$ cat src/design/bounded_ratio_min_select_macros.svh
// Assertion macros used by the back end of the bounded ratio select design.
// Expects signals named clock and reset in the module that uses them.
`ifndef BOUNDED_RATIO_MIN_SELECT_MACROS_SVH
`define BOUNDED_RATIO_MIN_SELECT_MACROS_SVH

// Same-cycle implication, off while reset is high.
`define BRMS_ASSERT_IMP(lbl, ante, cons, msg) \
   lbl: assert property (@(posedge clock) disable iff (reset) (ante) |-> (cons)) \
      else $error(msg);

// Next-cycle implication, off while reset is high.
`define BRMS_ASSERT_NXT(lbl, ante, cons, msg) \
   lbl: assert property (@(posedge clock) disable iff (reset) (ante) |=> (cons)) \
      else $error(msg);

`endif

$ cat src/design/brms_pkg.sv
// Package for the bounded ratio select block: payload types, codes and
// double-precision helper functions. No dependencies.
package brms_pkg;

   localparam int BRMS_MAX_ENTRIES = 4096;
   localparam int BRMS_QUEUE_DEPTH = 4;

   localparam logic CMD_START = 1'b0;
   localparam logic CMD_ENTRY = 1'b1;

   localparam logic [1:0] CSR_DIRECTION_MODE = 2'd0;
   localparam logic [1:0] CSR_ZERO_TOL       = 2'd1;
   localparam logic [1:0] CSR_DELTA_TOL      = 2'd2;
   localparam logic [1:0] CSR_INFINITY_VALUE = 2'd3;

   localparam logic [11:0] EXP_OVERFLOW = 12'd2047;

   typedef struct packed {
      logic        command;
      logic        last;
      logic [11:0] entry_index;
      logic [63:0] update_value;
      logic [63:0] current_value;
      logic [63:0] lower_bound;
      logic [63:0] upper_bound;
      logic [63:0] start_limit;
      logic [63:0] start_abs;
   } brms_req_type;

   typedef struct packed {
      logic        found;
      logic [11:0] selected_index;
      logic [63:0] step_value;
      logic [63:0] largest_magnitude;
   } brms_rsp_type;

   typedef enum logic [1:0] {
      KIND_START,
      KIND_SKIP,
      KIND_ACTIVE
   } brms_kind_type;

   // Classified item between the front and the back.
   typedef struct packed {
      brms_kind_type kind;
      logic          last;
      logic          use_upper;
      logic          bound_ok;
      logic [11:0]   entry_index;
      logic [63:0]   update_value;
      logic [63:0]   current_value;
      logic [63:0]   bound_value;  // start_limit on a start item
      logic [63:0]   magnitude;    // start_abs on a start item
   } brms_item_type;

   typedef struct packed {
      logic        direction_mode;
      logic [63:0] delta_tol;
   } brms_cfg_type;

   typedef enum logic [2:0] {
      BK_IDLE,
      BK_SUB_WAIT,
      BK_NUM_WAIT,
      BK_DIV_WAIT,
      BK_EMIT
   } brms_back_state_type;

   typedef enum logic [2:0] {
      FA_IDLE,
      FA_ALIGN,
      FA_ADD,
      FA_NORM,
      FA_ROUND
   } brms_fa_state_type;

   typedef enum logic [2:0] {
      FD_IDLE,
      FD_NORM,
      FD_ITER,
      FD_DENORM,
      FD_ROUND
   } brms_fd_state_type;

   function automatic logic fp_is_nan(input logic [63:0] x);
      return (&x[62:52]) && (|x[51:0]);
   endfunction

   function automatic logic fp_is_inf(input logic [63:0] x);
      return (&x[62:52]) && !(|x[51:0]);
   endfunction

   function automatic logic fp_is_zero(input logic [63:0] x);
      return !(|x[62:0]);
   endfunction

   function automatic logic [63:0] fp_neg(input logic [63:0] x);
      return {~x[63], x[62:0]};
   endfunction

   // a < b with IEEE semantics: false on NaN, +0 equals -0.
   function automatic logic fp_lt(input logic [63:0] a, input logic [63:0] b);
      logic res;
      if (fp_is_nan(a) || fp_is_nan(b) || (fp_is_zero(a) && fp_is_zero(b))) begin
         res = 1'b0;
      end else if (a[63] != b[63]) begin
         res = a[63];
      end else if (a[63]) begin
         res = a[62:0] > b[62:0];
      end else begin
         res = a[62:0] < b[62:0];
      end
      return res;
   endfunction

   // Right shift keeping every lost bit in the sticky position.
   function automatic logic [55:0] fp_shr_sticky(input logic [55:0] v,
                                                 input logic [12:0] amt);
      logic [55:0] mask;
      logic [55:0] res;
      mask = ~({56{1'b1}} << amt[5:0]);
      if (amt >= 13'd56) begin
         res = {55'b0, |v};
      end else begin
         res    = v >> amt[5:0];
         res[0] = res[0] | (|(v & mask));
      end
      return res;
   endfunction

   // Round to nearest even and pack. s holds 53 mantissa bits, guard, round,
   // sticky; e is the biased exponent with subnormals at 1.
   function automatic logic [63:0] fp_round_pack(input logic sign,
                                                 input logic [11:0] e,
                                                 input logic [55:0] s);
      logic        inc;
      logic [53:0] mr;
      logic [11:0] e2;
      logic [63:0] res;
      inc = s[2] & (s[1] | s[0] | s[3]);
      mr  = {1'b0, s[55:3]} + {53'b0, inc};
      e2  = e;
      if (mr[53]) begin
         mr = mr >> 1;
         e2 = e + 12'd1;
      end
      if (e2 >= EXP_OVERFLOW) begin
         res = {sign, 11'h7FF, 52'b0};
      end else if (mr[52]) begin
         res = {sign, e2[10:0], mr[51:0]};
      end else begin
         res = {sign, 11'b0, mr[51:0]};
      end
      return res;
   endfunction

endpackage

$ cat src/design/brms_fifo.sv
// Short queue of classified items between front and back.
// Depends on brms_pkg.
module brms_fifo
   import brms_pkg::*;
#(
   parameter int DEPTH = BRMS_QUEUE_DEPTH
) (
   input  logic          clock,
   input  logic          reset,
   input  logic          push,
   input  brms_item_type data_in,
   output logic          full,
   input  logic          pop,
   output brms_item_type data_out,
   output logic          empty
);

   localparam int PTR_W = $clog2(DEPTH);
   localparam int CNT_W = $clog2(DEPTH + 1);

   brms_item_type      slot_ff [DEPTH];
   logic [PTR_W-1:0]   wr_ptr_ff, wr_ptr_in;
   logic [PTR_W-1:0]   rd_ptr_ff, rd_ptr_in;
   logic [CNT_W-1:0]   count_ff, count_in;
   logic               do_push, do_pop;

   assign full     = (count_ff == CNT_W'(DEPTH));
   assign empty    = (count_ff == '0);
   assign do_push  = push && !full;
   assign do_pop   = pop && !empty;
   assign data_out = slot_ff[rd_ptr_ff];

   always_comb begin
      wr_ptr_in = wr_ptr_ff;
      rd_ptr_in = rd_ptr_ff;
      count_in  = count_ff;
      if (do_push) begin
         wr_ptr_in = (wr_ptr_ff == PTR_W'(DEPTH - 1)) ? '0 : wr_ptr_ff + 1'b1;
      end
      if (do_pop) begin
         rd_ptr_in = (rd_ptr_ff == PTR_W'(DEPTH - 1)) ? '0 : rd_ptr_ff + 1'b1;
      end
      if (do_push && !do_pop) begin
         count_in = count_ff + 1'b1;
      end else if (do_pop && !do_push) begin
         count_in = count_ff - 1'b1;
      end
   end

   always_ff @(posedge clock) begin
      if (reset) begin
         wr_ptr_ff <= '0;
         rd_ptr_ff <= '0;
         count_ff  <= '0;
      end else begin
         wr_ptr_ff <= wr_ptr_in;
         rd_ptr_ff <= rd_ptr_in;
         count_ff  <= count_in;
      end
   end

   always_ff @(posedge clock) begin
      if (do_push) begin
         slot_ff[wr_ptr_ff] <= data_in;
      end
   end

endmodule

$ cat config.mk
export PLATFORM = sky130hd
export DESIGN_NAME = brms_fifo
export DESIGN_NICKNAME = d
export VERILOG_FILES = /design/src/design/bounded_ratio_min_select_macros.svh /design/src/design/brms_pkg.sv /design/src/design/brms_fifo.sv
export SDC_FILE = /design/constraint.sdc
export NUM_CORES = 1
export LEC_CHECK = 0
export ABC_AREA = 0
export BUFFER_PORTS_ARGS = -buffer_cell sky130_fd_sc_hd__buf_2
export CORE_ASPECT_RATIO = 1.5
export CORE_MARGIN = 8
export CORE_UTILIZATION = 51
export DETAILED_ROUTE_END_ITERATION = 7
export GPL_TIMING_DRIVEN = 1
export PLACE_DENSITY_LB_ADDON = 0.2
export REMOVE_ABC_BUFFERS = 1
export SLEW_MARGIN = 20
export SYNTH_ARGS = -nofsm -noshare
export SYNTH_HDL_FRONTEND = slang
export SYNTH_SLANG_ARGS = --single-unit
$ cat constraint.sdc
create_clock -name clock -period 8.1 [get_ports clock]
set_input_delay 0.81 -clock clock [delete_from_list [all_inputs] [get_ports clock]]
set_output_delay 0.81 -clock clock [all_outputs]
set_load 0.05 [all_outputs]
==> impl_results.md, run 1 <==
- Final routed wirelength across all metal layers: between 80 and 90 mm
- Reported leakage power: 15.44 nW
- Internal: 0.01066 W
- Worst voltage drop across the vdd grid: between 0.2 and 0.3 mV
- Count of standard-cell rows: ~130
- Synthesis warning total: 0
- GRT Residual Overflow: 0
- Clock Path Buffers: 3
- Slowest cell on crit path: sky130_fd_sc_hd__dfxtp_4
- Clock period minus final worst setup slack: between 4 and 5 ns
- Number of flops mapped to enable cells by yosys: between 1000 and 1500
- Count of vias placed by the detailed router: 17960
- Routed wire per std cell: around 26 µm
- Critical path required time: between 7 and 8 ns
- Count of antenna-violating nets left after detailed routing: 0
- Core footprint: between 0.07 and 0.08 mm²
- Net count of the finished layout: 2366
- Comb pwr share: 0.292
- Power consumption: 0.01620 W
- Global router's overall resource usage: 0.1894
- Unique cell type count in the Yosys netlist: 24
- Hold crit path type: input port to register
- TritonCTS clock tree: done
- Number of standard cells after synthesis: 1476
- Detailed placer's ending HPWL: approximately 53 mm
- Post-CTS Setup Repair Bufs: 0
- Worst path cell trace: buf_12, mux4_2, buf_2
- Root buf cell: sky130_fd_sc_hd__clkbuf_16
- Final hold viol count: 0
- Share of power burned in registers: 0.436
- Share of final-layout standard cells stronger than drive strength 1: 0.4591
- Number of gates resized after cts: 0
- Gpl congestion: 0.7531
- Final setup margin: about 4.0 ns
- Startpoint class of the critical path: register
- CP Capture Type: output pin
- Die area: 0.08818 mm²
- Share of the yosys chip area belonging to registers: 0.8208
- Ratio of routed vias to standard cells: around 5.6
- Worst rel slew slack: 0.2977
- Number of DRC markers in iteration 0: around 1300
- Buffer and inverter count on the worst path: 2
- Endpoints failing setup: 0
- Worst-Skew Late Latency: ~0.64 ns
- Worst setup skew after layout: around 0.019 ns
- First-pass GRT wire length: roughly 130 mm
- Number of buffers added by the clock tree synthesis step: between 90 and 100
- Leading cell type in the layout, fill and taps excluded: sky130_fd_sc_hd__edfxtp_1
- IO Count: ~550
- Share of the cycle needed by the critical path after routing: 0.5045
- CP arrival: 3.28 ns
- Unrepaired setup endpoints after global routing: false
- Proportion of register bits with asynchronous set or reset after synthesis: 0
- Upper clock frequency limit: 0.2447 GHz
- Total of flip-flops plus latches after synthesis: between 1000 and 1500
- Worst-path clk slew: ~0.070 ns
- Layout filler cell count: approximately 5500
- Type of the setup path with the least slack: register to output pin
- Actual slew at the worst max-slew pin: roughly 1.1 ns
- Switching power: around 0.0055 W
- Number of buffers inserted by hold repair at cts: 0
- Clock share of power: 0.272
- Die width: around 250 µm
- Commonest non-fill, non-tap cells in the layout: sky130_fd_sc_hd__edfxtp_1 (1092), sky130_fd_sc_hd__buf_2 (551), sky130_fd_sc_hd__mux4_2 (273)
- Critical path's top delay family: flip-flops
- Number of clock sinks: between 1000 and 1500
- Pins over their slew limit: 0
- Die Y: between 300 and 400 µm
- Pwr Density: 346.1 mW/mm²
- Initial cell density of the core: 0.5127
- Result of the run: finished, final reports clean
- CP max stage delay: 0.90 ns
- Worst reg2reg setup slack: approximately 4.8 ns
- Netlist Area Pre-Place: about 0.040 mm²
- Crit-path max FO: 102
- Mean Syn Cell Area: around 27 µm²
- Number of antenna violations at the first check in global routing: between 40 and 50
- Placement Setup Slack: ~4.5 ns
- Remaining routing DRC violations: 0
- Max-cap violation count: 0
- Switching share of power: 0.3421
- H-Tree Level Count: 3
- Predominant post-synthesis flop cell: sky130_fd_sc_hd__edfxtp_1
- Layout overhead on the synthesized area: 16.54%
- First-pass detailed-route iteration total: 5
- Number of buffer cells added on primary ports: 551
- Pin count of the biggest net entering global routing: roughly 130
- Vias in the first global route: a little under 20000
## worst paths after layout
| check | cells after the start | to | start |
|---|---|---|---|
| setup / recovery | 3 | data_out[79] | register |
| setup reg to reg | 4 | slot_ff[0][155] | count_ff[0] |
| hold reg to reg | 2 | register | rd_ptr_ff[0] |
| hold / removal | 1 | slot_ff[0][98] | data_in[98] |
## cells by family (layout without fill, tap and decap cells)
family,count (synthesis),in the layout,synth area share
AOI/OAI and AO/OA,7,7,0.001121
xor gates and xnor gates,2,2,0.0004362
adders and majority gates,7,7,0.002367
buffers and inverters,68,755,0.01956
DFF,1101,1101,0.8208
muxes,275,275,0.1536
other,0,26,0
and+or+nand+nor,16,16,0.002118
## registers in the layout, summed over array words and instances (netlist names), named ones only
name,flops
count_ff,3
wr_ptr_ff,2
rd_ptr_ff,2
slot_ff,1092
## power by group through the flow
stage	clock (W)	sequential, W	combinational [W]
6_report	0.00441	0.00707	0.00472
5_1_grt	0.00472	0.00712	0.00494
4_1_cts	0.00452	0.00708	0.00482
3_5_place_dp	0	0.00720	0.00481
3_3_place_gp	0	0.00715	0.00480
2_1_floorplan	0	0.00751	0.00364
## cell usage after synthesis (3+ instances only)
master	number	area share
sky130_fd_sc_hd__clkbuf_1	4	0.00037
sky130_fd_sc_hd__buf_12	30	0.015
sky130_fd_sc_hd__dfxtp_1	9	0.0045
sky130_fd_sc_hd__buf_2	28	0.0035
sky130_fd_sc_hd__a21oi_1	3	0.00037
sky130_fd_sc_hd__edfxtp_1	1092	0.82
sky130_fd_sc_hd__mux4_2	273	0.15
sky130_fd_sc_hd__ha_1	6	0.0019
sky130_fd_sc_hd__and3_1	4	0.00062
sky130_fd_sc_hd__nor2_1	4	0.00037
sky130_fd_sc_hd__inv_1	4	0.00037
## per-stage QoR
step                        util  cells  hold slack [ns]  area [µm²]   TNS, ns
after floorplan                -   1413           0.4559       39400  -1392.45
after global placement    0.5576   3006           0.4583       43690         0
after detailed placement  0.5576   3006           0.5048       43690         0
after CTS                 0.5966   3187           0.3034       46750         0
after global routing      0.5972   3203           0.3138       46790         0
final                     0.5975   3213           0.3621       46810         0
## layout make-up
type	instances	area (µm²)	share of cell area
Sequential cell	1101	32980	0.7045
Clock inverter	64	493.0	0.01053
Antenna cell	26	65.06	0.001390
Tap cell	1024	1281	0.02737
Clock buffer	117	2565	0.05479
Timing Repair Buffer	569	2980	0.06366
Multi-Input combinational cell	307	6431	0.1374
Inverter	5	18.77	0.0004009
## layer usage
| metal | vias up | track usage | share of wire |
|---|---|---|---|
| li1 | 7696 | - | - |
| met5 | - | 0 | 0.0020 |
| met1 | 9398 | 0.2318 | 0.37 |
| met3 | 168 | 0.06605 | 0.092 |
| met4 | 28 | 0.08473 | 0.036 |
| met2 | 674 | 0.3034 | 0.50 |
Note: power is estimated with default switching activity, not from simulation.
==> run 2, diff against run 1 <==
Settings changed: ABC_AREA 0 to 1, CORE_UTILIZATION 51 to 57.
Clock period 8.1 ns to 4 ns, I/O delays scaled along.
==> impl_results.md, run 2 <==
- Most flop-heavy register: slot_ff (unchanged)
- Cell taking the most area after synthesis: sky130_fd_sc_hd__edfxtp_1 (unchanged)
- Hold crit path type: input port to register (unchanged)
- Netlist Area Pre-Place: 0.04102 mm² (was 0.04017 mm²)
- Global routing usage on met1: 0.3108 (was 0.2318)
- First-pass GRT wire length: 156.7 mm (was 125.0 mm)
- Count of standard-cell rows: 120 (was 126)
- Vias in the first global route: 26630 (was 19340)
- Number of standard cells after synthesis: 2711 (was 1476)
- Core occupancy in the finished layout: 0.7063 (was 0.5975)
- Number of buffer cells added on primary ports: 551 (unchanged)
- Unique cell type count in the Yosys netlist: 23 (was 24)
- Detailed placer's ending HPWL: 60.33 mm (was 52.62 mm)
- Worst-path clk slew: 0.07 ns (about the same)
- Net count of the finished layout: 3779 (was 2366)
- Worst Min Path Start: push (was data_in[98])
- Core footprint: 0.07132 mm² (was 0.07835 mm²)
- Mean Syn Cell Area: 15.13 µm² (was 27.21 µm²)
- Die Y: 344.5 µm (was 359.7 µm)
- Layout filler cell count: 4504 (was 5470)
- Pwr Density: 767.8 mW/mm² (was 346.1 mW/mm²)
- Clock Path Buffers: 3 (unchanged)
- Type of the setup path with the least slack: register to output pin (unchanged)
- Gpl congestion: 0.8065 (was 0.7531)
- Leading cell type in the layout, fill and taps excluded: sky130_fd_sc_hd__edfxtp_1 (unchanged)
- Worst r2r dst: slot_ff[2][58] (was slot_ff[0][155])
- Initial cell density of the core: 0.5751 (was 0.5127)
- Predominant post-synthesis flop cell: sky130_fd_sc_hd__edfxtp_1 (unchanged)
- Actual slew at the worst max-slew pin: 1.224 ns (was 1.053 ns)
- Commonest non-fill, non-tap cells in the layout: sky130_fd_sc_hd__edfxtp_1 (1092), sky130_fd_sc_hd__nor2_1 (559), sky130_fd_sc_hd__buf_2 (551) (was sky130_fd_sc_hd__edfxtp_1 (1092), sky130_fd_sc_hd__buf_2 (551), sky130_fd_sc_hd__mux4_2 (273))
- Global router's overall resource usage: 0.2492 (was 0.1894)
- Number of buffers added by the clock tree synthesis step: 98 (unchanged)
- Endpoint of the most critical setup path: data_out[196] (was data_out[79])
- Worst reg2reg setup slack: 1.45 ns (was 4.75 ns)
- GRT Residual Overflow: 0 (unchanged)
- Share of final-layout standard cells stronger than drive strength 1: 0.2069 (was 0.4591)
- Die area: 0.08098 mm² (was 0.08818 mm²)
- List of most frequent post-synthesis cells: sky130_fd_sc_hd__edfxtp_1 (1092), sky130_fd_sc_hd__nor2_1 (563), sky130_fd_sc_hd__o21ai_0 (468), sky130_fd_sc_hd__o22ai_1 (273), sky130_fd_sc_hd__clkbuf_1 (83) (was sky130_fd_sc_hd__edfxtp_1 (1092), sky130_fd_sc_hd__mux4_2 (273), sky130_fd_sc_hd__buf_12 (30), sky130_fd_sc_hd__buf_2 (28), sky130_fd_sc_hd__dfxtp_1 (9))
- Slowest cell on crit path: sky130_fd_sc_hd__inv_6 (was sky130_fd_sc_hd__dfxtp_4)
- Number of flops mapped to enable cells by yosys: 1092 (unchanged)
- Number of clock sinks: 1101 (unchanged)
- Proportion of register bits with asynchronous set or reset after synthesis: 0 (unchanged)
- Global Route met2 Usage: 0.4166 (was 0.3034)
- Total of flip-flops plus latches after synthesis: 1101 (unchanged)
- CP arrival: 3.05 ns (was 3.28 ns)
- TritonCTS clock tree: done (unchanged)
- Root buf cell: sky130_fd_sc_hd__clkbuf_16 (unchanged)
- Fin Setup TNS: 0 ns (unchanged)
- Final hold viol count: 0 (unchanged)
- Clock period minus final worst setup slack: 3.448 ns
- Crit-path max FO: 88 (was 102)
- First-pass detailed-route iteration total: 7 (was 5)
- Pin count of the biggest net entering global routing: 227 (was 133)
- R2R Path Start: count_ff[0] (unchanged)
- H-Tree Level Count: 3 (unchanged)
- Share of cell area taken by muxes after synthesis: 0 (was 0.1536)
- Routed wire per std cell: 23.36 µm (was 26.27 µm)
- CP max stage delay: 0.55 ns (was 0.90 ns)
- Most instantiated library cell after synthesis: sky130_fd_sc_hd__edfxtp_1 (unchanged)
- Die width: 235.0 µm (was 245.1 µm)
- Critical path required time: 3.60 ns (was 7.29 ns)
- Layout overhead on the synthesized area: 22.80% (was 16.54%)
- Length in cells of the worst reg-to-reg path: 5 (was 4)
- Post-synthesis adder-cell area fraction: 0.002318 (was 0.002367)
- Worst path cell trace: inv_6, buf_12, o21ai_0, o22ai_1, buf_2 (was buf_12, mux4_2, buf_2)
- Worst rel slew slack: 0.1842 (was 0.2977)
- Reported leakage power: 17.65 nW (was 15.44 nW)
- Number of antenna violations at the first check in global routing: 15 (was 44)
- Count of vias placed by the detailed router: 26470 (was 17960)
- Worst-Skew Late Latency: 0.66 ns (was 0.64 ns)
- Startpoint class of the critical path: register (unchanged)
- Count of antenna-violating nets left after detailed routing: 0 (unchanged)
- Share of the synthesized area in compound gates (AO/OA/AOI/OAI): 0.1086 (was 0.001121)
- Share of the yosys chip area belonging to registers: 0.8038 (was 0.8208)
- Unrepaired setup endpoints after global routing: false (unchanged)
- Number of gates resized after cts: 0 (unchanged)
- Final routed wirelength across all metal layers: 105.3 mm (was 84.41 mm)
- Main area contributors after synthesis: sky130_fd_sc_hd__edfxtp_1 (80%), sky130_fd_sc_hd__o21ai_0 (5.7%), sky130_fd_sc_hd__nor2_1 (5.2%), sky130_fd_sc_hd__o22ai_1 (4.2%), sky130_fd_sc_hd__buf_6 (1.6%) (was sky130_fd_sc_hd__edfxtp_1 (82%), sky130_fd_sc_hd__mux4_2 (15%), sky130_fd_sc_hd__buf_12 (1.5%), sky130_fd_sc_hd__dfxtp_1 (0.45%), sky130_fd_sc_hd__buf_2 (0.35%))
- Remaining routing DRC violations: 0 (unchanged)
- Routing layer with the top usage in global route: met2 (unchanged)
- Worst voltage drop across the vdd grid: 0.8277 mV (was 0.2559 mV)
- Xor and xnor fraction of the mapped netlist area: 0.0002135 (was 0.0004361)
- Simple-Gate Fraction of Synth Area: 0.05344 (was 0.002118)
- Ratio of routed vias to standard cells: 5.870 (was 5.591)
- Share of the cycle needed by the critical path after routing: 0.8619
- Upper clock frequency limit: 0.2901 GHz
- Endpoints failing setup: 0 (unchanged)
- Met3 layer usage reported by global route: 0.05579 (was 0.06605)
- Main combinational cell family by area after synthesis: compound AO/OA/AOI/OAI gates (was multiplexers)
- Synth top area share: 0.7994 (was 0.8163)
- Synthesis warning total: 0 (unchanged)
- Result of the run: finished, final reports clean (unchanged)
- Pins over their slew limit: 0 (unchanged)
- CP Capture Type: output pin (unchanged)
- Max FFs per register: 1092 (unchanged)
- Worst setup skew after layout: 0.01979 ns (was 0.01894 ns)
- Number of DRC markers in iteration 0: 2705 (was 1277)
- IO Count: 552 (unchanged)
- Registers with the most flip-flops: slot_ff (1092), count_ff (3) (unchanged)
- Max-cap violation count: 0 (unchanged)
-- run 2: cell types whose count changed in the layout (fill, tap and decap cells not counted), moves of 8 or more --
cell,change
sky130_fd_sc_hd__dlygate4sd3_1,+274
sky130_fd_sc_hd__buf_12,+14
sky130_fd_sc_hd__o22ai_1,+273
sky130_fd_sc_hd__bufinv_16,+10
sky130_fd_sc_hd__inv_1,+12
sky130_fd_sc_hd__o21ai_0,+466
sky130_fd_sc_hd__mux4_2,-273
sky130_fd_sc_hd__diode_2,-9
sky130_fd_sc_hd__nand2_1,+13
sky130_fd_sc_hd__buf_4,+8
sky130_fd_sc_hd__nor2_1,+555
sky130_fd_sc_hd__o21ai_1,+79
sky130_fd_sc_hd__clkinv_2,-8
-- run 2: per-layer routing --
| metal | wire [µm] | part of all wire |
|---|---|---|
| met3 | 8773 | 0.083 |
| met4 | 4300 | 0.041 |
| met1 | 39640 | 0.38 |
| met2 | 52610 | 0.50 |
| met5 | 29 | 0.00028 |
-- run 2: where the power goes --
| part | internal [W] | leakage (nW) | total [W] | switching [W] |
|---|---|---|---|---|
| sequential | 0.0141 | 10.1 | 0.0144 | 0.000337 |
| combinational | 0.00301 | 5.99 | 0.0147 | 0.0117 |
| clock | 0.00551 | 1.58 | 0.00956 | 0.00405 |
-- run 2: final cells by class --
class	instances	area, µm²	area share
Antenna cell	17	42.54	0.0008446
Clock buffer	121	2539	0.05040
Clock inverter	61	730.7	0.01451
Inverter	18	88.84	0.001764
Multi-Input combinational cell	1411	6782	0.1346
Sequential cell	1101	32980	0.6547
Tap cell	915	1145	0.02273
Timing Repair Buffer	865	6063	0.1204
-- run 2: worst max-delay path, delay by kind of cell, from the launching register on --
family          cells  cell delay, ns
buf+inv             3            1.22
flops               1            0.47
compound gates      2            0.46
-- run 2: logic make-up after synthesis --
kind of cell / after synthesis
AOI/OAI and AO/OA: 822
DFF: 1101
xor gates and xnor gates: 1
adders and majority gates: 7
buffers and inverters: 199
and+or+nand+nor: 581
-- run 2: how the worst min path moves through the flow --
| stage | end | slack, ns | cells after the start |
|---|---|---|---|
| 2_1_floorplan | count_ff[0] | 0.47 | 1 |
| 3_3_place_gp | count_ff[1] | 0.51 | 2 |
| 3_5_place_dp | wr_ptr_ff[1] | 0.54 | 2 |
| 4_1_cts | wr_ptr_ff[1] | 0.05 | 3 |
| 5_1_grt | wr_ptr_ff[1] | 0.10 | 3 |
| 6_report | wr_ptr_ff[1] | 0.10 | 3 |
-- run 2: what timing repair did --
action,4_1_cts,5_1_grt
setup buffers,0,0
hold buffers,274,0
endpoints found under the hold margin,1093,0
-- run 2: stage by stage --
step / power (W) / cells / hold WS (ns) / worst slack (ns) / cell area (µm²)
4_1_cts: 0.03878 / 4492 / 0.04674 / 0.5642 / 50330
3_3_place_gp: 0.02878 / 4036 / 0.5082 / 1.312 / 44320
3_5_place_dp: 0.02907 / 4036 / 0.5417 / 1.301 / 44320
2_1_floorplan: 0.02398 / 2530 / 0.4724 / -10.05 / 39800
5_1_grt: 0.04004 / 4503 / 0.1011 / 0.4443 / 50350
6_report: 0.03867 / 4509 / 0.1006 / 0.5524 / 50370
