==> config.mk <==
export PLATFORM = sky130hd
export DESIGN_NAME = brms_front
export DESIGN_NICKNAME = d
export VERILOG_FILES = /design/src/design/bounded_ratio_min_select_macros.svh /design/src/design/brms_pkg.sv /design/src/design/brms_front.sv
export SDC_FILE = /design/constraint.sdc
export NUM_CORES = 1
export LEC_CHECK = 0
export BUFFER_PORTS_ARGS = -buffer_cell sky130_fd_sc_hd__clkbuf_2
export CORE_AREA = 2 2 312 314
export CTS_CLUSTER_SIZE = 12
export DETAILED_ROUTE_END_ITERATION = 7
export DIE_AREA = 0 0 314 316
export GPL_ROUTABILITY_DRIVEN = 0
export GPL_TIMING_DRIVEN = 0
export PLACE_DENSITY_LB_ADDON = 0.15
export SYNTH_ARGS = -nofsm -noshare
export SYNTH_HDL_FRONTEND = slang
export SYNTH_SLANG_ARGS = --single-unit
==> constraint.sdc <==
create_clock -name clock -period 4.75 [get_ports clock]
set_input_delay 0.95 -clock clock [delete_from_list [all_inputs] [get_ports clock]]
set_output_delay 0.95 -clock clock [all_outputs]
set_load 0.03 [all_outputs]
==> src/design/bounded_ratio_min_select_macros.svh <==
// Assertion macros used by the back end of the bounded ratio select design.
// Expects signals named clock and reset in the module that uses them.
`ifndef BOUNDED_RATIO_MIN_SELECT_MACROS_SVH
`define BOUNDED_RATIO_MIN_SELECT_MACROS_SVH

// Same-cycle implication, off while reset is high.
`define BRMS_ASSERT_IMP(lbl, ante, cons, msg) \
   lbl: assert property (@(posedge clock) disable iff (reset) (ante) |-> (cons)) \
      else $error(msg);

// Next-cycle implication, off while reset is high.
`define BRMS_ASSERT_NXT(lbl, ante, cons, msg) \
   lbl: assert property (@(posedge clock) disable iff (reset) (ante) |=> (cons)) \
      else $error(msg);

`endif

==> src/design/brms_pkg.sv <==
// Package for the bounded ratio select block: payload types, codes and
// double-precision helper functions. No dependencies.
package brms_pkg;

   localparam int BRMS_MAX_ENTRIES = 4096;
   localparam int BRMS_QUEUE_DEPTH = 4;

   localparam logic CMD_START = 1'b0;
   localparam logic CMD_ENTRY = 1'b1;

   localparam logic [1:0] CSR_DIRECTION_MODE = 2'd0;
   localparam logic [1:0] CSR_ZERO_TOL       = 2'd1;
   localparam logic [1:0] CSR_DELTA_TOL      = 2'd2;
   localparam logic [1:0] CSR_INFINITY_VALUE = 2'd3;

   localparam logic [11:0] EXP_OVERFLOW = 12'd2047;

   typedef struct packed {
      logic        command;
      logic        last;
      logic [11:0] entry_index;
      logic [63:0] update_value;
      logic [63:0] current_value;
      logic [63:0] lower_bound;
      logic [63:0] upper_bound;
      logic [63:0] start_limit;
      logic [63:0] start_abs;
   } brms_req_type;

   typedef struct packed {
      logic        found;
      logic [11:0] selected_index;
      logic [63:0] step_value;
      logic [63:0] largest_magnitude;
   } brms_rsp_type;

   typedef enum logic [1:0] {
      KIND_START,
      KIND_SKIP,
      KIND_ACTIVE
   } brms_kind_type;

   // Classified item between the front and the back.
   typedef struct packed {
      brms_kind_type kind;
      logic          last;
      logic          use_upper;
      logic          bound_ok;
      logic [11:0]   entry_index;
      logic [63:0]   update_value;
      logic [63:0]   current_value;
      logic [63:0]   bound_value;  // start_limit on a start item
      logic [63:0]   magnitude;    // start_abs on a start item
   } brms_item_type;

   typedef struct packed {
      logic        direction_mode;
      logic [63:0] delta_tol;
   } brms_cfg_type;

   typedef enum logic [2:0] {
      BK_IDLE,
      BK_SUB_WAIT,
      BK_NUM_WAIT,
      BK_DIV_WAIT,
      BK_EMIT
   } brms_back_state_type;

   typedef enum logic [2:0] {
      FA_IDLE,
      FA_ALIGN,
      FA_ADD,
      FA_NORM,
      FA_ROUND
   } brms_fa_state_type;

   typedef enum logic [2:0] {
      FD_IDLE,
      FD_NORM,
      FD_ITER,
      FD_DENORM,
      FD_ROUND
   } brms_fd_state_type;

   function automatic logic fp_is_nan(input logic [63:0] x);
      return (&x[62:52]) && (|x[51:0]);
   endfunction

   function automatic logic fp_is_inf(input logic [63:0] x);
      return (&x[62:52]) && !(|x[51:0]);
   endfunction

   function automatic logic fp_is_zero(input logic [63:0] x);
      return !(|x[62:0]);
   endfunction

   function automatic logic [63:0] fp_neg(input logic [63:0] x);
      return {~x[63], x[62:0]};
   endfunction

   // a < b with IEEE semantics: false on NaN, +0 equals -0.
   function automatic logic fp_lt(input logic [63:0] a, input logic [63:0] b);
      logic res;
      if (fp_is_nan(a) || fp_is_nan(b) || (fp_is_zero(a) && fp_is_zero(b))) begin
         res = 1'b0;
      end else if (a[63] != b[63]) begin
         res = a[63];
      end else if (a[63]) begin
         res = a[62:0] > b[62:0];
      end else begin
         res = a[62:0] < b[62:0];
      end
      return res;
   endfunction

   // Right shift keeping every lost bit in the sticky position.
   function automatic logic [55:0] fp_shr_sticky(input logic [55:0] v,
                                                 input logic [12:0] amt);
      logic [55:0] mask;
      logic [55:0] res;
      mask = ~({56{1'b1}} << amt[5:0]);
      if (amt >= 13'd56) begin
         res = {55'b0, |v};
      end else begin
         res    = v >> amt[5:0];
         res[0] = res[0] | (|(v & mask));
      end
      return res;
   endfunction

   // Round to nearest even and pack. s holds 53 mantissa bits, guard, round,
   // sticky; e is the biased exponent with subnormals at 1.
   function automatic logic [63:0] fp_round_pack(input logic sign,
                                                 input logic [11:0] e,
                                                 input logic [55:0] s);
      logic        inc;
      logic [53:0] mr;
      logic [11:0] e2;
      logic [63:0] res;
      inc = s[2] & (s[1] | s[0] | s[3]);
      mr  = {1'b0, s[55:3]} + {53'b0, inc};
      e2  = e;
      if (mr[53]) begin
         mr = mr >> 1;
         e2 = e + 12'd1;
      end
      if (e2 >= EXP_OVERFLOW) begin
         res = {sign, 11'h7FF, 52'b0};
      end else if (mr[52]) begin
         res = {sign, e2[10:0], mr[51:0]};
      end else begin
         res = {sign, 11'b0, mr[51:0]};
      end
      return res;
   endfunction

endpackage

==> src/design/brms_front.sv <==
// Front end: configuration registers and per-item classification.
// Depends on brms_pkg.
module brms_front
   import brms_pkg::*;
#(
   parameter int MAX_ENTRIES = BRMS_MAX_ENTRIES
) (
   input  logic          clock,
   input  logic          reset,
   input  logic          csr_wr_en,
   input  logic [1:0]    csr_index,
   input  logic [63:0]   csr_wdata,
   input  logic          req_push,
   input  brms_req_type  req_data,
   input  logic          q_full,
   output logic          q_push,
   output brms_item_type q_item,
   output brms_cfg_type  cfg
);

   logic        direction_mode_ff;
   logic [63:0] zero_tol_ff;
   logic [63:0] delta_tol_ff;
   logic [63:0] infinity_value_ff;

   logic positive, negative, nonzero, in_range, active, use_upper;

   always_ff @(posedge clock) begin
      if (reset) begin
         direction_mode_ff <= 1'b0;
         zero_tol_ff       <= '0;
         delta_tol_ff      <= '0;
         infinity_value_ff <= '0;
      end else if (csr_wr_en) begin
         unique case (csr_index)
            CSR_DIRECTION_MODE: direction_mode_ff <= csr_wdata[0];
            CSR_ZERO_TOL:       zero_tol_ff       <= csr_wdata;
            CSR_DELTA_TOL:      delta_tol_ff      <= csr_wdata;
            CSR_INFINITY_VALUE: infinity_value_ff <= csr_wdata;
            default: ;
         endcase
      end
   end

   assign cfg.direction_mode = direction_mode_ff;
   assign cfg.delta_tol      = delta_tol_ff;

   assign q_push = req_push && !q_full;

   always_comb begin
      positive  = fp_lt(zero_tol_ff, req_data.update_value);
      negative  = fp_lt(req_data.update_value, fp_neg(zero_tol_ff));
      nonzero   = !fp_is_zero(req_data.update_value);
      in_range  = 32'(req_data.entry_index) < 32'(MAX_ENTRIES);
      active    = nonzero && (positive || negative) && in_range;
      use_upper = positive != direction_mode_ff;

      q_item.last          = req_data.last;
      q_item.use_upper     = use_upper;
      q_item.entry_index   = req_data.entry_index;
      q_item.update_value  = req_data.update_value;
      q_item.current_value = req_data.current_value;
      q_item.bound_ok      = use_upper ?
                             fp_lt(req_data.upper_bound, infinity_value_ff) :
                             fp_lt(fp_neg(infinity_value_ff), req_data.lower_bound);
      if (req_data.command == CMD_START) begin
         q_item.kind        = KIND_START;
         q_item.bound_value = req_data.start_limit;
         q_item.magnitude   = req_data.start_abs;
      end else begin
         q_item.kind        = active ? KIND_ACTIVE : KIND_SKIP;
         q_item.bound_value = use_upper ? req_data.upper_bound : req_data.lower_bound;
         q_item.magnitude   = positive ? req_data.update_value :
                                         fp_neg(req_data.update_value);
      end
   end

endmodule

==> flow_metrics.env, run 1 <==
export IMPL_wl_per_cell_um=21.2
export IMPL_finClkSkew_ns=0
export IMPL_grt_start_max_net_pins=20
export IMPL_worst_setup_path_start_kind="input port"
export IMPL_final_cell_mix="clkbuf_2, nand2_1, a21oi_1, inv_1, dfxtp_1"
export IMPL_multi_input_area_um2=10600
export IMPL_layout_nets=3549
export IMPL_avgSynthCellArea_um2=7.36
export IMPL_cp_slowest_stage_delay_ns=0.44
export IMPL_hp_class="flip-flop to flip-flop"
export IMPL_start_util_pct=16.1
export IMPL_area_growth_pct=53.0
export IMPL_grt_pass1_vias=17200
export IMPL_synth_cell_types=54
export IMPL_rr_worst_depth=4
export IMPL_grt_ovfl_total=0
export IMPL_worstPathMaxFanout=9
export IMPL_firstDrtPassIters=4
export IMPL_hold_violations=0
export IMPL_crit_path_frequent_cell="buf_8"
export IMPL_leakage_nw=10.4
export IMPL_place_area_um2=21000
export IMPL_ys_warn_count=0
export IMPL_power_w=0.00562
export IMPL_crit_type="input port to primary output"
export IMPL_routed_via_density=4.15
export IMPL_synth_xor_area_share_pct=0
export IMPL_seq_area_um2=3860
export IMPL_crit_chain="buf_8, ha_4, nand4_1, or3_1, or2_0, and4_4, a2111oi_4, o21ai_2, a221oi_4, buf_8, buf_12, clkbuf_16, mux2i_2, a21oi_2, clkbuf_8"
export IMPL_rsz0062_at_grt="yes"
export IMPL_clk_pin_slew_ns=0.08
export IMPL_relSlewSlack_pct=17.5
export IMPL_remaining_drc_errors=0
export IMPL_max_freq_ghz=0.192
export IMPL_synth_seq_cells=193
export IMPL_fillers=10800
export IMPL_cp_data_required_time_ns=3.80
export IMPL_stdcell_area_um2=23700
export IMPL_path_delay_family="compound AO/OA/AOI/OAI gates"
export IMPL_dp_cells=4111
export IMPL_finalCritPeriodShare_pct=110
export IMPL_drv_cap=0
export IMPL_layout_commonest_cell="clkbuf_2"
export IMPL_grt_pass1_wl_um=122000
export IMPL_p_per_area_nw_per_um2=237
export IMPL_synth_compound_area_share_pct=15.4
export IMPL_cts_root_buf="clkbuf_16"
export IMPL_cts_buffer_depth=2
export IMPL_r2r_start="direction_mode_ff"
export IMPL_muxShareOfSynthArea_pct=8.84
export IMPL_core_um2=96000
export IMPL_cts_tree="yes"
export IMPL_min_path_cells=2
export IMPL_post_route_worst_setup_slack_ns=-0.470
export IMPL_fin_util_pct=24.7
export IMPL_violations="negative setup slack"
export IMPL_finalSetupViolations=66
export IMPL_yosys_area_share_adder_pct=15.3
export IMPL_drt_iter0_drc=669
export IMPL_syn_cell_area_um2=15500
export IMPL_instances_no_fill=4183
export IMPL_io_buffers=727
export IMPL_drive_gt1_share_pct=40.6
export IMPL_hold_start="delta_tol_ff[5]"
export IMPL_status="finished with violations"
export IMPL_synth_top_family_by_area="simple AND/OR/NAND/NOR gates"
export IMPL_crit_arrival_ns=4.27
export IMPL_reg2reg_slack_ns=3.86
export IMPL_crit_buf_inv=5
export IMPL_cp_slowest_cell="a2111oi_4"
export IMPL_netlist_instances=2105
export IMPL_slew_viol_final=0
export IMPL_dp_hpwl_um=76000
export IMPL_die_w_um=314
export IMPL_fin_tns_setup_ns=-27.99
export IMPL_synth_edf_count=0
export IMPL_vias=17400
export IMPL_vdd_drop_max_v=0.000197
export IMPL_io_pins=808
export IMPL_async_flop_share_pct=0
export IMPL_worstMarginPinSlew_ns=1.24
export IMPL_die_h_um=316
export IMPL_ys_seq_area_share_pct=24.9
export IMPL_critPathCaptureType="primary output"
export IMPL_die_area_um2=99200
export IMPL_syn_nets=2763
export IMPL_fin_crit_ns=5.22
export IMPL_worstHoldEndpoint="delta_tol_ff[5]"
export IMPL_cts_buffers=17
export IMPL_ys_flop_type="dfxtp_1"
export IMPL_ant_nets=0
export IMPL_timing_rr_end="direction_mode_ff"
export IMPL_wirelength_um=88700
export IMPL_antenna_found_initial=10
export IMPL_cts_sinks=193
export IMPL_synth_simple_area_share_pct=21.3
export IMPL_clkLatencyLatePin_ns=0.46
export IMPL_rows=114
export IMPL_grt_usage_pct=17.0
export IMPL_htree_levels=4
## logic make-up after synthesis
group	count (synthesis)
simple gates	735
mux	129
buf+inv	433
fa+ha+maj	189
compound gates	426
flops	193
## stage by stage
step	hold WS [ns]	worst slack, ns
floorplan	0.449	-0.0000711
global placement	0.447	-2.80
detailed placement	0.446	-2.00
CTS	0.457	-0.466
global route	0.481	-0.606
finish	0.458	-0.470
## state kept, by name, indices dropped and copies added, names as in the netlist
name and flops:
delta_tol_ff 64, infinity_value_ff 64, zero_tol_ff 64, direction_mode_ff 1
## routing by layer
layer / track usage, % / up-vias / wire [um]
met1: 21.1 / 8063 / 38800
met5: 0 / - / 97
met4: 3.48 / 14 / 1100
met2: 31.1 / 495 / 45000
met3: 2.32 / 60 / 3640
li1: - / 8748 / -
## cells in the mapped netlist (6+ instances only)
| master | count | area, um^2 |
|---|---|---|
| nand2_1 | 421 | 1580 |
| a21oi_1 | 316 | 1580 |
| inv_1 | 198 | 743 |
| dfxtp_1 | 193 | 3860 |
| ha_1 | 189 | 2360 |
| buf_4 | 146 | 1100 |
| nor4_1 | 95 | 594 |
| nor2_1 | 85 | 319 |
| clkbuf_1 | 79 | 297 |
| mux2i_1 | 66 | 661 |
| mux2_2 | 63 | 709 |
| nand4_1 | 61 | 382 |
| a21o_1 | 38 | 285 |
| nand3_1 | 29 | 145 |
| o21ai_0 | 24 | 120 |
| nor3_1 | 13 | 65.1 |
| a211oi_1 | 9 | 67.6 |
| nor2b_1 | 6 | 37.5 |
## what timing repair did
item                                    in CTS  in global routing
buffers inserted                            22                 10
endpoints found under the hold margin        0                  0
gates cloned                                 2                  4
gates resized for setup                    262                102
pin swaps                                   27                 29
hold buffers                                 0                  0
endpoints found under the setup margin      69                 67
## tightest hold or removal path, delay by kind of cell, from the launching register on
| kind | cells | cell delay, ns |
|---|---|---|
| AOI/OAI and AO/OA | 1 | 0.05 |
| DFF | 1 | 0.31 |
| and+or+nand+nor | 1 | 0.05 |
## how the worst max path moves through the flow
stage	to	cells past startpoint	slack (ns)	startpoint
after CTS	q_item[124]	15	-0.47	req_data[322]
after floorplan	q_item[100]	12	-0.00007	req_data[378]
after detailed placement	q_item[108]	14	-2.00	req_data[320]
after global routing	q_item[102]	15	-0.61	req_data[382]
final	q_item[123]	15	-0.47	req_data[374]
after global placement	q_item[107]	13	-2.80	req_data[320]
## layout make-up
cell class	count	share of cell area, %
Multi-Input combinational cell	1479	44.5
Clock buffer	19	1.91
Inverter	199	3.15
Timing Repair Buffer	768	20.2
Clock inverter	13	0.686
Sequential cell	193	16.3
Antenna cell	3	0.0317
Tap cell	1276	6.73
Buffer	233	6.42
## power breakdown
part	switching, W	internal [W]
clock network	0.000776	0.000786
registers	0.0000650	0.00167
logic	0.00133	0.000992
total	0.00217	0.00345
No activity file was read; power rests on OpenSTA's default activity.
==> run 2: changes to the inputs <==
CORE_AREA = 2 2 317 319   (was 2 2 312 314)
CTS_BUF_LIST = sky130_fd_sc_hd__clkbuf_4   (was unset)
DIE_AREA = 0 0 319 321   (was 0 0 314 316)
PLACE_DENSITY_LB_ADDON = unset   (was 0.15)
clock period = 4.4 ns   (was 4.75 ns; I/O delays follow)
==> run 2 against run 1 <==
  * The flow still finishes with violations (negative setup slack)
  * Sequential share of layout area increased by 0.46 points
  * Via count rose by 5.9%
  * Final area shrank 2.2%
  * Highest routed layer unchanged
  * Clock power shrank 25%
  * Die area grew 3.2%
  * Utilization is 1.3 points lower
  * Non-clock buffer count is 4 lower
==> flow_metrics.env, run 2 (synthesis results as in run 1) <==
export IMPL_htree_levels=4
export IMPL_start_util_pct=15.6
export IMPL_rsz0062_at_grt="yes"
export IMPL_antenna_found_initial=31
export IMPL_worstPathMaxFanout=10
export IMPL_cts_tree="yes"
export IMPL_fin_tns_setup_ns=-57.94
export IMPL_routed_via_density=4.37
export IMPL_die_w_um=319
export IMPL_area_growth_pct=49.6
export IMPL_hold_violations=0
export IMPL_firstDrtPassIters=5
export IMPL_layout_commonest_cell="clkbuf_2"
export IMPL_reg2reg_slack_ns=3.44
export IMPL_instances_no_fill=4217
export IMPL_relSlewSlack_pct=12.5
export IMPL_ctsHoldBuffers=0
export IMPL_crit_arrival_ns=4.47
export IMPL_pwr_share_comb_pct=45.2
export IMPL_core_um2=99300
export IMPL_min_path_cells=3
export IMPL_cts_buffers=17
export IMPL_die_area_um2=102000
export IMPL_crit_type="flip-flop to primary output"
export IMPL_grt_usage_pct=18.2
export IMPL_cts_buffer_depth=2
export IMPL_drt_iter0_drc=1195
export IMPL_switching_power_w=0.00241
export IMPL_hp_class="input port to flip-flop"
export IMPL_max_freq_ghz=0.187
export IMPL_path_delay_family="buffers and inverters"
export IMPL_io_buffers=727
export IMPL_fin_crit_ns=5.35
export IMPL_stdcell_area_um2=23200
export IMPL_die_h_um=321
export IMPL_post_route_worst_setup_slack_ns=-0.952
export IMPL_grt_pass1_vias=17500
export IMPL_drv_cap=0
export IMPL_cp_slowest_stage_delay_ns=0.51
export IMPL_drive_gt1_share_pct=41.0
export IMPL_cts_sinks=193
export IMPL_critPathCaptureType="primary output"
export IMPL_violations="negative setup slack"
export IMPL_clkLatencyLatePin_ns=0.78
export IMPL_cp_data_required_time_ns=3.52
export IMPL_dp_hpwl_um=82900
export IMPL_remaining_drc_errors=0
export IMPL_finClkSkew_ns=0
export IMPL_worstMarginPinSlew_ns=1.30
export IMPL_ant_nets=0
export IMPL_crit_buf_inv=6
export IMPL_final_cell_mix="clkbuf_2, nand2_1, a21oi_1, inv_1, ha_1"
export IMPL_io_pins=808
export IMPL_place_area_um2=21100
export IMPL_rows=116
export IMPL_slew_viol_final=0
export IMPL_worst_setup_path_start_kind="flip-flop"
export IMPL_crit_chain="inv_1, ha_1, nand4_1, nor4_4, inv_2, a31oi_4, nor4_2, o31a_1, a221oi_4, buf_8, buf_12, buf_8, mux2i_4, a21oi_2, clkbuf_4"
export IMPL_cts_root_buf="clkbuf_4"
export IMPL_vdd_drop_max_v=0.000152
export IMPL_layout_nets=3545
export IMPL_p_int_w=0.00316
export IMPL_finalCritPeriodShare_pct=122
export IMPL_clk_pin_slew_ns=0.22
export IMPL_top_regs="delta_tol_ff (64), infinity_value_ff (64), zero_tol_ff (64)"
export IMPL_rr_worst_depth=2
export IMPL_status="finished with violations"
export IMPL_pwr_share_clk_pct=21.0
export IMPL_fin_util_pct=23.3
export IMPL_wl_per_cell_um=23.1
export IMPL_dp_cells=4133
export IMPL_cp_slowest_cell="dfxtp_1"
export IMPL_grt_pass1_wl_um=131000
export IMPL_leakage_nw=10.2
export IMPL_seqPwrFrac_pct=33.8
export IMPL_grt_start_max_net_pins=22
export IMPL_crit_path_frequent_cell="buf_8"
export IMPL_grt_ovfl_total=0
export IMPL_wirelength_um=97500
export IMPL_vias=18400
export IMPL_fillers=11100
export IMPL_finalSetupViolations=69
export IMPL_p_per_area_nw_per_um2=240
export IMPL_place_ws_ns=-2.60
export IMPL_swShare_pct=43.3
export IMPL_cp_depth=15
[run 2: cell count changes in the layout (fill, tap and decap cells not counted), moves of 14 or more]
cell       change
dfxtp_1       -15
diode_2       +16
clkbuf_4      +27
mux2i_2       -14
dfxtp_2       +14
clkbuf_2      +17
clkbuf_16     -19
[run 2: worst paths after layout]
| check | startpoint | end |
|---|---|---|
| max | zero_tol_ff[31] | q_item[126] |
| min reg2reg | delta_tol_ff[12] | delta_tol_ff[12] |
| min | csr_wdata[61] | zero_tol_ff[61] |
| max reg2reg | infinity_value_ff[1] | infinity_value_ff[1] |
[run 2: stage by stage]
stage | power [W] | hold slack, ns
floorplan | 0.00317 | 0.449
global placement | 0.00404 | 0.442
detailed placement | 0.00407 | 0.447
CTS | 0.00553 | 0.257
global route | 0.00584 | 0.261
finish | 0.00557 | 0.356
[run 2: power groups by stage]
stage	Sequential [W]	Combinational (W)	Clock, W
floorplan	0.00192	0.00125	0
global placement	0.00192	0.00212	0
detailed placement	0.00192	0.00215	0
CTS	0.00188	0.00244	0.00121
global route	0.00189	0.00268	0.00127
finish	0.00188	0.00252	0.00117
[run 2: area by class of cell]
class | count | area (um^2) | share of cell area [%]
Inverter | 199 | 747 | 3.22
Tap cell | 1298 | 1620 | 7.01
Sequential cell | 193 | 3890 | 16.8
Antenna cell | 19 | 47.5 | 0.205
Clock buffer | 17 | 128 | 0.551
Multi-Input combinational cell | 1479 | 10500 | 45.4
Timing Repair Buffer | 764 | 4500 | 19.4
Clock inverter | 15 | 220 | 0.950
Buffer | 233 | 1510 | 6.50
[run 2: what timing repair did]
item                       CTS  global route
pin swaps                   22            11
setup buffers               26             5
setup endpoints to repair   71            69
gates resized for setup    243            52
cloned                       1             3
[run 2: worst reg2reg max path, stage by stage (launching register included)]
cell	delay, ns
dfxtp_1	0.66
nand2_1	0.09
a21oi_1	0.16
[run 2: routing by layer]
| layer | track usage, % | up-vias | wire [um] |
|---|---|---|---|
| li1 | - | 8735 | - |
| met1 | 22.6 | 8723 | 42500 |
| met2 | 29.9 | 774 | 44900 |
| met3 | 4.38 | 150 | 5690 |
| met4 | 8.17 | 26 | 4220 |
| met5 | 0 | - | 154 |
==> run 3: changes to the inputs <==
CORE_AREA = 2 2 319 321   (was 2 2 317 319)
DIE_AREA = 0 0 321 323   (was 0 0 319 321)
clock period = 5.57 ns   (was 4.4 ns; I/O delays follow)
==> run 3 against run 2 <==
  * Sequential share of layout area increased by 0.74 points
  * Largest cell class unchanged
  * Combinational power decreased by 29%
  * First-iteration DRC count decreased by 15%
  * Register-to-register slack improved by 1.0 ns
  * Hold slack improved by 0.11 ns
  * The run still ends with negative setup slack left
  * Final area decreased by 4.0%
  * Setup slack improved by 0.95 ns
  * Sequential cell count unchanged
  * Highest routed layer unchanged
  * Die area increased by 1.3%
  * Wire length decreased by 0.38%
  * Clock power decreased by 20%
==> flow_metrics.env, run 3 (synthesis results as in run 1) <==
export IMPL_firstDrtPassIters=7
export IMPL_finClkSkew_ns=0
export IMPL_post_route_worst_setup_slack_ns=-0.00590
export IMPL_cts_buffers=17
export IMPL_ant_nets=0
export IMPL_relSlewSlack_pct=19.2
export IMPL_fillers=11400
export IMPL_drive_gt1_share_pct=37.8
export IMPL_core_um2=101000
export IMPL_clk_pin_slew_ns=0.20
export IMPL_slew_viol_final=0
export IMPL_seq_area_um2=3890
export IMPL_vias=18300
export IMPL_die_w_um=321
export IMPL_fin_crit_ns=5.58
export IMPL_place_ws_ns=-1.77
export IMPL_die_h_um=323
export IMPL_crit_type="input port to primary output"
export IMPL_grt_pass1_wl_um=126000
export IMPL_drv_cap=0
export IMPL_clkLatencyLatePin_ns=0.72
export IMPL_layout_nets=3541
export IMPL_status="finished with violations"
export IMPL_stdcell_area_um2=22200
export IMPL_place_area_um2=20800
export IMPL_antenna_found_initial=36
export IMPL_io_pins=808
export IMPL_ctsHoldBuffers=0
export IMPL_grt_ovfl_total=0
export IMPL_finalCritPeriodShare_pct=100
export IMPL_worstMarginPinSlew_ns=1.21
export IMPL_p_per_area_nw_per_um2=189
export IMPL_cts_tree="yes"
export IMPL_cp_data_required_time_ns=4.46
export IMPL_dp_hpwl_um=82900
export IMPL_hp_class="flip-flop to flip-flop"
export IMPL_final_cell_mix="clkbuf_2, nand2_1, a21oi_1, buf_4, inv_1"
export IMPL_remaining_drc_errors=0
export IMPL_worstPathMaxFanout=7
export IMPL_wl_per_cell_um=23.0
export IMPL_rsz0062_at_grt="yes"
export IMPL_drt_iter0_drc=1015
export IMPL_crit_arrival_ns=4.46
export IMPL_violations="negative setup slack"
export IMPL_grt_start_max_net_pins=23
export IMPL_vdd_drop_max_v=0.000181
export IMPL_power_w=0.00421
export IMPL_multi_input_area_um2=10000
export IMPL_cts_root_buf="clkbuf_4"
export IMPL_start_util_pct=15.4
export IMPL_hold_ws_ns=0.469
export IMPL_wirelength_um=97100
export IMPL_die_area_um2=104000
export IMPL_max_freq_ghz=0.179
export IMPL_cts_buffer_depth=2
export IMPL_area_growth_pct=43.5
export IMPL_finalSetupViolations=3
export IMPL_grt_pass1_vias=17000
export IMPL_grtUsageMet1_pct=21.6
export IMPL_htree_levels=4
export IMPL_worst_setup_path_start_kind="input port"
export IMPL_critPathCaptureType="primary output"
export IMPL_top_regs="delta_tol_ff (64), infinity_value_ff (64), zero_tol_ff (64)"
export IMPL_rows=117
export IMPL_busiest_layer="met2"
export IMPL_routed_via_density=4.35
export IMPL_use_met2_pct=29.1
export IMPL_leakage_nw=10.1
export IMPL_layout_commonest_cell="clkbuf_2"
export IMPL_hold_violations=0
export IMPL_io_buffers=727
export IMPL_met3_usage_pct=6.01
export IMPL_cts_sinks=193
export IMPL_grt_usage_pct=17.6
export IMPL_fin_tns_setup_ns=-0.0122
-- run 3: cell count changes in the layout (fill, tap and decap cells not counted), sizes merged --
cell    before  now
clkbuf     816  760
buf        198  250
clkinv      10    4
diode       19   13
inv        203  209
-- run 3: cell type report --
type	count	area share, %
diodes	13	0.146
plain buffers	234	6.80
clock buffers	17	0.574
clock inverters	15	0.968
inverters	199	3.37
multi-input cells	1479	45.0
flip-flops and latches	193	17.5
well taps	1309	7.36
repair buffers	759	18.3
-- run 3: timing repair --
action	in CTS	in global routing
endpoints found under the hold margin	0	0
gates resized for setup	82	175
pin swaps	16	29
gates cloned	0	1
endpoints found under the setup margin	67	65
setup buffers	11	19
-- run 3: critical path, cell delays in order --
cell and delay, ns:
clkbuf_2 0.20, ha_1 0.36, nand4_1 0.16, buf_4 0.19, nor4_4 0.30, inv_1 0.12
a31oi_4 0.24, nor4_4 0.08, o31a_1 0.29, a221oi_4 0.30, buf_12 0.17, buf_16 0.14
buf_12 0.14, mux2i_4 0.33, a21oi_1 0.11, buf_4 0.20
-- run 3: layer usage --
metal | wire (um) | part of all wire [%]
met5 | 303 | 0.31
met4 | 2050 | 2.1
met3 | 8020 | 8.3
met2 | 45600 | 47
met1 | 41100 | 42
-- run 3: power breakdown --
group	switching, W	internal, W	total, W
clock network	0.000664	0.000270	0.000934
logic	0.00112	0.000670	0.00179
registers	0.0000512	0.00143	0.00148
total	0.00184	0.00237	0.00421
-- run 3: path summary, 6_finish.rpt --
path / end / from / slack (ns) / cells after the start
max: q_item[113] / req_data[357] / -0.006 / 16
min: delta_tol_ff[51] / delta_tol_ff[51] / 0.47 / 2
max reg2reg: direction_mode_ff / direction_mode_ff / 4.45 / 4
min reg2reg: delta_tol_ff[51] / delta_tol_ff[51] / 0.47 / 2
-- run 3: stage by stage --
stage	util (%)	std cells
2_1_floorplan	-	2105
3_3_place_gp	20.6	4141
6_report	22.1	4218
4_1_cts	21.5	4185
3_5_place_dp	20.7	4142
5_1_grt	22.1	4214
